===== config.mk =====
export PLATFORM = sky130hd
export DESIGN_NAME = pwfl_ctrl
export DESIGN_NICKNAME = d
export VERILOG_FILES = /design/src/rtl/core/pwfl_pkg.sv /design/src/rtl/core/pwfl_ctrl.sv
export SDC_FILE = /design/constraint.sdc
export NUM_CORES = 1
export LEC_CHECK = 0
export BUFFER_PORTS_ARGS = -buffer_cell sky130_fd_sc_hd__buf_2
export CAP_MARGIN = 0
export CORE_UTILIZATION = 46
export DETAILED_ROUTE_END_ITERATION = 12
export PLACE_DENSITY = 0.77
export SYNTH_ARGS = -nofsm -noshare
export SYNTH_HDL_FRONTEND = slang
export SYNTH_SLANG_ARGS = --single-unit

===== constraint.sdc =====
create_clock -name clk -period 1.8 [get_ports clk]
set_clock_uncertainty 0.05 [all_clocks]
set_input_delay 0.09 -clock clk [delete_from_list [all_inputs] [get_ports clk]]
set_output_delay 0.09 -clock clk [all_outputs]
set_load 0.01 [all_outputs]

===== src/rtl/core/pwfl_pkg.sv =====
// Shared types and constants for the piecewise linear floor lookup.
// Holds the operation and status codes, the table entry layout and the
// command and status structs between the controller and the datapath.
package pwfl_pkg;

    // Fraction bits of the Q16.16 coordinates and of the Q1.16 ratio.
    localparam int FRAC = 16;

    // Step counter shared by the divider and the interpolation sequence.
    localparam int STEP_W = 5;
    localparam logic [STEP_W-1:0] DIV_LAST  = 5'd16;
    localparam logic [STEP_W-1:0] LERP_LAST = 5'd3;

    // Configuration register indexes (byte address bit 2).
    localparam logic REG_ORIGIN_X = 1'b0;
    localparam logic REG_ORIGIN_Y = 1'b1;

    typedef enum logic [1:0] {
        OP_APPEND = 2'd0,
        OP_CLEAR  = 2'd1,
        OP_QUERY  = 2'd2
    } op_t;

    typedef enum logic [2:0] {
        ST_DONE   = 3'd0,
        ST_FULL   = 3'd1,
        ST_INTERP = 3'd2,
        ST_HOLD   = 3'd3,
        ST_NOSEG  = 3'd4
    } status_t;

    typedef enum logic [2:0] {
        S_IDLE,
        S_EXEC,
        S_SCAN,
        S_DIV,
        S_LMUL,
        S_LADD,
        S_DONE
    } state_t;

    // How the result registers are loaded.
    typedef enum logic [2:0] {
        RK_KEEP,
        RK_PLAIN,
        RK_NOSEG,
        RK_HOLD,
        RK_INTERP
    } res_kind_t;

    // Which breakpoint value is being interpolated.
    typedef enum logic [1:0] {
        LERP_Y  = 2'd0,
        LERP_H  = 2'd1,
        LERP_LO = 2'd2,
        LERP_HI = 2'd3
    } lerp_sel_t;

    typedef struct packed {
        logic [31:0] x;
        logic [31:0] y;
        logic [31:0] h;
        logic [15:0] slo;
        logic [15:0] shi;
    } entry_t;

    typedef struct packed {
        logic      load;
        logic      append;
        logic      clear;
        logic      rd_first;
        logic      scan_adv;
        logic      seg_latch;
        logic      div_step;
        logic      lerp_mul;
        logic      lerp_add;
        lerp_sel_t sel;
        res_kind_t res_kind;
        status_t   res_status;
        logic      out_load;
    } cmd_t;

    typedef struct packed {
        logic [1:0] op;
        logic       empty;
        logic       full;
        logic       x_lt;
        logic       idx_zero;
        logic       idx_last;
        logic       out_free;
    } sts_t;

endpackage


===== src/rtl/core/pwfl_ctrl.sv =====
// Controller state machine of the piecewise linear floor lookup.
// Depends on pwfl_pkg for the state, command and status types.
module pwfl_ctrl (
    input  logic           clk,
    input  logic           rst_n,
    input  logic           in_valid,
    output logic           in_ready,
    input  pwfl_pkg::sts_t sts,
    output pwfl_pkg::cmd_t cmd
);

    pwfl_pkg::state_t                 state_reg, state_next;
    logic [pwfl_pkg::STEP_W-1:0]      step_reg, step_next;

    always_ff @(posedge clk or negedge rst_n)
    begin
        if (!rst_n)
        begin
            state_reg <= pwfl_pkg::S_IDLE;
            step_reg  <= '0;
        end
        else
        begin
            state_reg <= state_next;
            step_reg  <= step_next;
        end
    end

    // Next state.
    always_comb
    begin
        state_next = state_reg;
        step_next  = step_reg;
        unique case (state_reg)
            pwfl_pkg::S_IDLE:
            begin
                if (in_valid)
                    state_next = pwfl_pkg::S_EXEC;
            end
            pwfl_pkg::S_EXEC:
            begin
                unique case (sts.op) inside
                    pwfl_pkg::OP_APPEND, pwfl_pkg::OP_CLEAR:
                        state_next = pwfl_pkg::S_DONE;
                    pwfl_pkg::OP_QUERY:
                        state_next = sts.empty ? pwfl_pkg::S_DONE : pwfl_pkg::S_SCAN;
                    default:
                        state_next = pwfl_pkg::S_IDLE;
                endcase
            end
            pwfl_pkg::S_SCAN:
            begin
                if (sts.x_lt && !sts.idx_last)
                    state_next = pwfl_pkg::S_SCAN;
                else if (sts.x_lt || sts.idx_zero)
                    state_next = pwfl_pkg::S_DONE;
                else
                begin
                    state_next = pwfl_pkg::S_DIV;
                    step_next  = '0;
                end
            end
            pwfl_pkg::S_DIV:
            begin
                if (step_reg == pwfl_pkg::DIV_LAST)
                begin
                    state_next = pwfl_pkg::S_LMUL;
                    step_next  = '0;
                end
                else
                    step_next = step_reg + 1'b1;
            end
            pwfl_pkg::S_LMUL:
                state_next = pwfl_pkg::S_LADD;
            pwfl_pkg::S_LADD:
            begin
                if (step_reg == pwfl_pkg::LERP_LAST)
                    state_next = pwfl_pkg::S_DONE;
                else
                begin
                    state_next = pwfl_pkg::S_LMUL;
                    step_next  = step_reg + 1'b1;
                end
            end
            pwfl_pkg::S_DONE:
            begin
                if (sts.out_free)
                    state_next = pwfl_pkg::S_IDLE;
            end
            default:
                state_next = pwfl_pkg::S_IDLE;
        endcase
    end

    // Outputs.
    always_comb
    begin
        cmd            = '0;
        cmd.res_kind   = pwfl_pkg::RK_KEEP;
        cmd.res_status = pwfl_pkg::ST_DONE;
        cmd.sel        = pwfl_pkg::lerp_sel_t'(step_reg[1:0]);
        in_ready       = 1'b0;
        unique case (state_reg)
            pwfl_pkg::S_IDLE:
            begin
                in_ready = 1'b1;
                cmd.load = in_valid;
            end
            pwfl_pkg::S_EXEC:
            begin
                unique case (sts.op) inside
                    pwfl_pkg::OP_APPEND:
                    begin
                        cmd.append     = 1'b1;
                        cmd.res_kind   = pwfl_pkg::RK_PLAIN;
                        cmd.res_status = sts.full ? pwfl_pkg::ST_FULL : pwfl_pkg::ST_DONE;
                    end
                    pwfl_pkg::OP_CLEAR:
                    begin
                        cmd.clear    = 1'b1;
                        cmd.res_kind = pwfl_pkg::RK_PLAIN;
                    end
                    pwfl_pkg::OP_QUERY:
                    begin
                        if (sts.empty)
                            cmd.res_kind = pwfl_pkg::RK_NOSEG;
                        else
                            cmd.rd_first = 1'b1;
                    end
                    default:
                    begin
                    end
                endcase
            end
            pwfl_pkg::S_SCAN:
            begin
                if (sts.x_lt && !sts.idx_last)
                    cmd.scan_adv = 1'b1;
                else if (sts.x_lt)
                    cmd.res_kind = pwfl_pkg::RK_HOLD;
                else if (sts.idx_zero)
                    cmd.res_kind = pwfl_pkg::RK_NOSEG;
                else
                begin
                    cmd.seg_latch = 1'b1;
                    cmd.res_kind  = pwfl_pkg::RK_INTERP;
                end
            end
            pwfl_pkg::S_DIV:
                cmd.div_step = 1'b1;
            pwfl_pkg::S_LMUL:
                cmd.lerp_mul = 1'b1;
            pwfl_pkg::S_LADD:
                cmd.lerp_add = 1'b1;
            pwfl_pkg::S_DONE:
                cmd.out_load = sts.out_free;
            default:
            begin
            end
        endcase
    end

`ifndef NO_ASSERTIONS
    // The divider step counter stays within its seventeen steps, 0 to DIV_LAST.
    a_div_bound: assert property (@(posedge clk) disable iff (!rst_n)
        (state_reg == pwfl_pkg::S_DIV) |-> (step_reg <= pwfl_pkg::DIV_LAST))
        else $error("divider step counter out of range");

    // A result is only moved to the output register when that register is free.
    a_out_free: assert property (@(posedge clk) disable iff (!rst_n)
        cmd.out_load |-> sts.out_free)
        else $error("result loaded over an untaken result");
`endif

endmodule


Word-level counts from Yosys, hierarchy flattened. Cells that the tools add are included.

Add/sub/neg operators: 1. Multiply operators: 0. Divide/modulo/power cells: 0. Magnitude comparators: 0. Eq/ne operators: 16. Shift operators: 0. Muxes and demuxes: 39. Bitwise operators: 0. Reductions and logical operators: 9.

Operator list (count): $mux 3 (11); $pmux 3 s7 (1); $mux 5 (4); $mux 1 (16); $pmux 5 s3 (1); $ne 2x2->1 const B (6); $pmux 3 s2 (2); $eq 3x3->1 const B (3); $eq 3x2->1 const B (2); $mux 2 (3); $add 5x1->5 const B (1); $eq 5x2->1 const B (1); $eq 5x5->1 const B (1); $pmux 2 s2 (1); $reduce_and 4->1 (1); $eq 3x1->1 const B (1); $logic_not 3->1 (1); $reduce_and 3->1 (1); $reduce_bool 3->1 (1); $eq 2x1->1 const B (1); $eq 2x2->1 const B (1); $logic_not 2->1 (1); $reduce_or 2->1 (1); $logic_and 1x1->1 (1); other kinds (2) (2).

Register bits: 8. Bits in latches: 0. Bits in writable memories: 0. Memory bits (read-only): 0. Input port bits: 11. Output and inout port bits: 19. Word-level logic and storage cells: 67. Memories kept: 0.

Depth between registers and ports, before layout.
Depth after elaboration: 4. Mapped depth: 6.

Least setup slack after synthesis. OpenSTA, ideal clock, no wires.

Path type: register to register. Start point: register step_reg[0] (netlist name). End point: register step_reg[3] (netlist name). Data arrival time: 1.499 ns. Setup slack: 0.174 ns. Stages on the path, launching flop included: 6. Clock period less this slack: 1.626 ns. Path through: dfrtp_1 > ha_1 > nor4b_2 > o22a_1 > or3_1 > a21oi_1.

Cells in the longest elaborated chain, start to end: 3. Elaborated cells on any way between the ends: 8.

Ends and longest elaborated chain: from (decl) (RTL line pwfl_ctrl.sv:13) `logic [pwfl_pkg::STEP_W-1:0] step_reg, step_next;`; from (signal assigned) (RTL line pwfl_ctrl.sv:25) `step_reg <= step_next;`; $add 5x1->5 (tied with other cells) (RTL line pwfl_ctrl.sv:71, pwfl_ctrl.sv:82); $mux 5 (tied with other cells) (RTL line pwfl_ctrl.sv:77) `if (step_reg == pwfl_pkg::LERP_LAST)`; $pmux 5 s3 or $reduce_and 4->1 (tied branches).

Parallel ways exist; a longest one is shown, timed or not. The select of a mux whose other input is x is not followed. A chain may end at the register's enable or synchronous reset.

==> results by group <==
Critical path
  – Worst reg2reg startpoint: step_reg[1]
  – CP max stage delay: 410 ps
  – Setup crit end kind: output pin
  – Crit-path slowest cell: dfrtp_1
  – Startpoint types: flip-flop
  – CP required: 1660 ps
  – RR Endpoint: step_reg[4]
  – CP Class: reg2out
  – Sequence of cells on the critical path: buf_4 > nand2b_1 > nor3_1 > a31o_2 > buf_2
  – WP data arrival: 1570 ps
  – R2r setup slk: 110 ps
  – Reg2Reg Depth: 5
  – CP max FO: 11

Placed design
  – Count of input and output buffers: 27
  – GPL Wtd Cong: 0.8013
  – Post-placement cell area: 848.3 um^2
  – Pre-CTS setup slack: 13.96 ps
  – Dpl hpwl: 1.328 mm

Worst hold path
  – Hold_sp: sts[0]
  – Worst hold stages: 4
  – Hold Crit Class: in2reg
  – Hold endpoint: state_reg[1]

Floorplanning
  – Core area: 0.001366 mm^2
  – Die Ht: 41.38 um
  – Top Ports: 30
  – Die Wd: 41.38 um
  – Rows: 13
  – Starting Density: 52.20%
  – Die footprint: 0.001712 mm^2

Global route
  – Vias in the first global route: 605
  – Overflow after GRT: 0
  – First-pass GRT wire length: 2.546 mm
  – Initial antenna violation count: 0
  – Largest net degree at the start of global routing: 12
  – GRT Total Usage: 22.65%

STA
  – Min Tclk post-route: 1706 ps
  – Final Hold Vio Count: 0
  – Final setup fails: 0
  – Max frequency: 586.1 MHz
  – Setup ws final: 93.72 ps
  – Tcrit/Tclk final: 94.79%
  – Pins Over Slew Limit: 0
  – WHS: 115.6 ps

Layout
  – Most frequent cells in the layout: buf_2 (27), dfrtp_1 (8), inv_1 (7)
  – Area taken by multi-input logic gates: 464.2 um^2
  – FF/Latch Area: 200.2 um^2
  – Area delta synth->final: 26.14%
  – Max reg flops: 5
  – Ant diodes: 0
  – NumNets Final: 132
  – Commonest non-fill, non-tap cell in the layout: buf_2
  – Final Util: 65.84%
  – Share of cells above drive strength 1: 35.04%
  – Design Area, Final: 899.6 um^2
  – Final-layout fill cell count: 127

Status
  – Outcome: completed

Drt
  – First-pass DRT Iterations: 4
  – DRT Wirelength: 1.765 mm
  – Post-route ant nets: 0
  – DR DRC count: 0
  – Via density: 5.621
  – Avg WL per Cell: 13.37 um
  – Via count: 742
  – Initial drt markers: 18

Synth
  – Asr flop ratio synth: 100.0%
  – Most used DFF post-synth: dfrtp_1
  – Syn. warnings: 0
  – Seq/Total Area, Yosys: 28.07%
  – Largest cells by area after synthesis: dfrtp_1 (28%), buf_4 (4.2%), inv_1 (3.7%), and2_1 (3.5%), ha_1 (3.5%)
  – EDFF count, synth: 0
  – Flops & latches, synth: 8
  – Syn avg cell area: 8.013 um^2
  – Cell Area, Synth: 713.2 um^2
  – Top cell type's share of synthesized area: 28.07%
  – Area leader, netlist: dfrtp_1
  – Gate Count Post-Synth: 89
  – Yosys cell types: 37

Job
  – Max_cap viols: 0

Clock tree
  – CTS tree: done
  – CTS Root Cell: clkbuf_4
  – Clock-pin transition on the worst setup and hold timing paths: 60 ps
  – Clock sink total: 8
  – H-tree lvl count: 1
  – Post-CTS Setup Inserts: 0
  – Inserted Clock Buffers: 3
  – Clock latency at the later pin of the worst-skew pair: 260 ps
  – Clock Path Buffers: 2

Power and ir drop
  – Peak supply drop: 0.9333 mV
  – P_leak: 0.4555 nW
  – PwrDens: 1401 mW/mm^2
==> per-layer routing <==
layer	track usage, %	routed length, um
met5	0	0
met4	8.871	25
met3	1.596	76
met2	38.67	827
met1	29.67	835
==> worst max-delay path, delay by kind of cell (launching register included) <==
family	cells	cell delay, ps
simple gates	2	400
compound gates	1	190
flops	1	410
buf+inv	2	310
==> layout make-up <==
cell class                      instances  share of cell area [%]
Sequential cell                         8                   22.25
Timing Repair Buffer                   31                   18.64
Tap cell                               15                   2.086
Multi-Input combinational cell         68                   51.60
Clock buffer                            3                   2.503
Inverter                                7                   2.921
==> Yosys cell counts, types with 2 or more instances <==
library cell	n
a21oi_1	4
and2_1	4
buf_2	3
buf_4	4
dfrtp_1	8
ha_1	2
inv_1	7
nand2_1	4
nand2b_1	4
nand3_1	4
nand3b_1	3
nor2_1	6
nor3_1	5
nor3b_1	2
o21ai_0	5
o32ai_1	2
or3_1	2
==> cell families (layout without fill, tap and decap cells) <==
kind of cell	Yosys count	after routing	share of synthesized area, %
XOR/XNOR	1	1	1.228
AND/OR/NAND/NOR	40	40	33.68
adder cells (fa/ha/maj)	2	2	3.508
other	1	2	0.5258
AO/OA/AOI/OAI	21	21	20.00
multiplexers	2	2	2.982
buffers and inverters	14	41	10.00
flip-flops	8	8	28.07
==> report_power, final <==
part	total, mW	internal, mW	switching [mW]
Clock	0.143	0.0766	0.0661
Sequential	0.387	0.261	0.126
Combinational	0.731	0.326	0.405
==> worst max-delay path by stage <==
stage / startpoint / endpoint / slack, ps / cells after the start
floorplan: step_reg[0] / step_reg[3] / 170 / 5
global placement: step_reg[0] / step_reg[4] / 120 / 5
detailed placement: step_reg[1] / step_reg[0] / 10 / 5
CTS: step_reg[1] / step_reg[0] / 2 / 5
global route: state_reg[2] / cmd[14] / -2 / 6
finish: state_reg[2] / cmd[5] / 90 / 5
==> metrics by stage <==
step           setup TNS [ps]  power [mW]  cells
2_1_floorplan               0      0.8624     90
3_3_place_gp                0       1.052    128
3_5_place_dp                0       1.082    128
4_1_cts                     0       1.230    132
5_1_grt                -1.586       1.356    132
6_report                    0       1.260    132
==> repair_timing <==
action	in CTS	in global routing
hold buffers	1	0
gates resized for setup	0	4
setup endpoints to repair	0	5
endpoints found under the hold margin	8	0
Power figures use the tool's default switching activity.
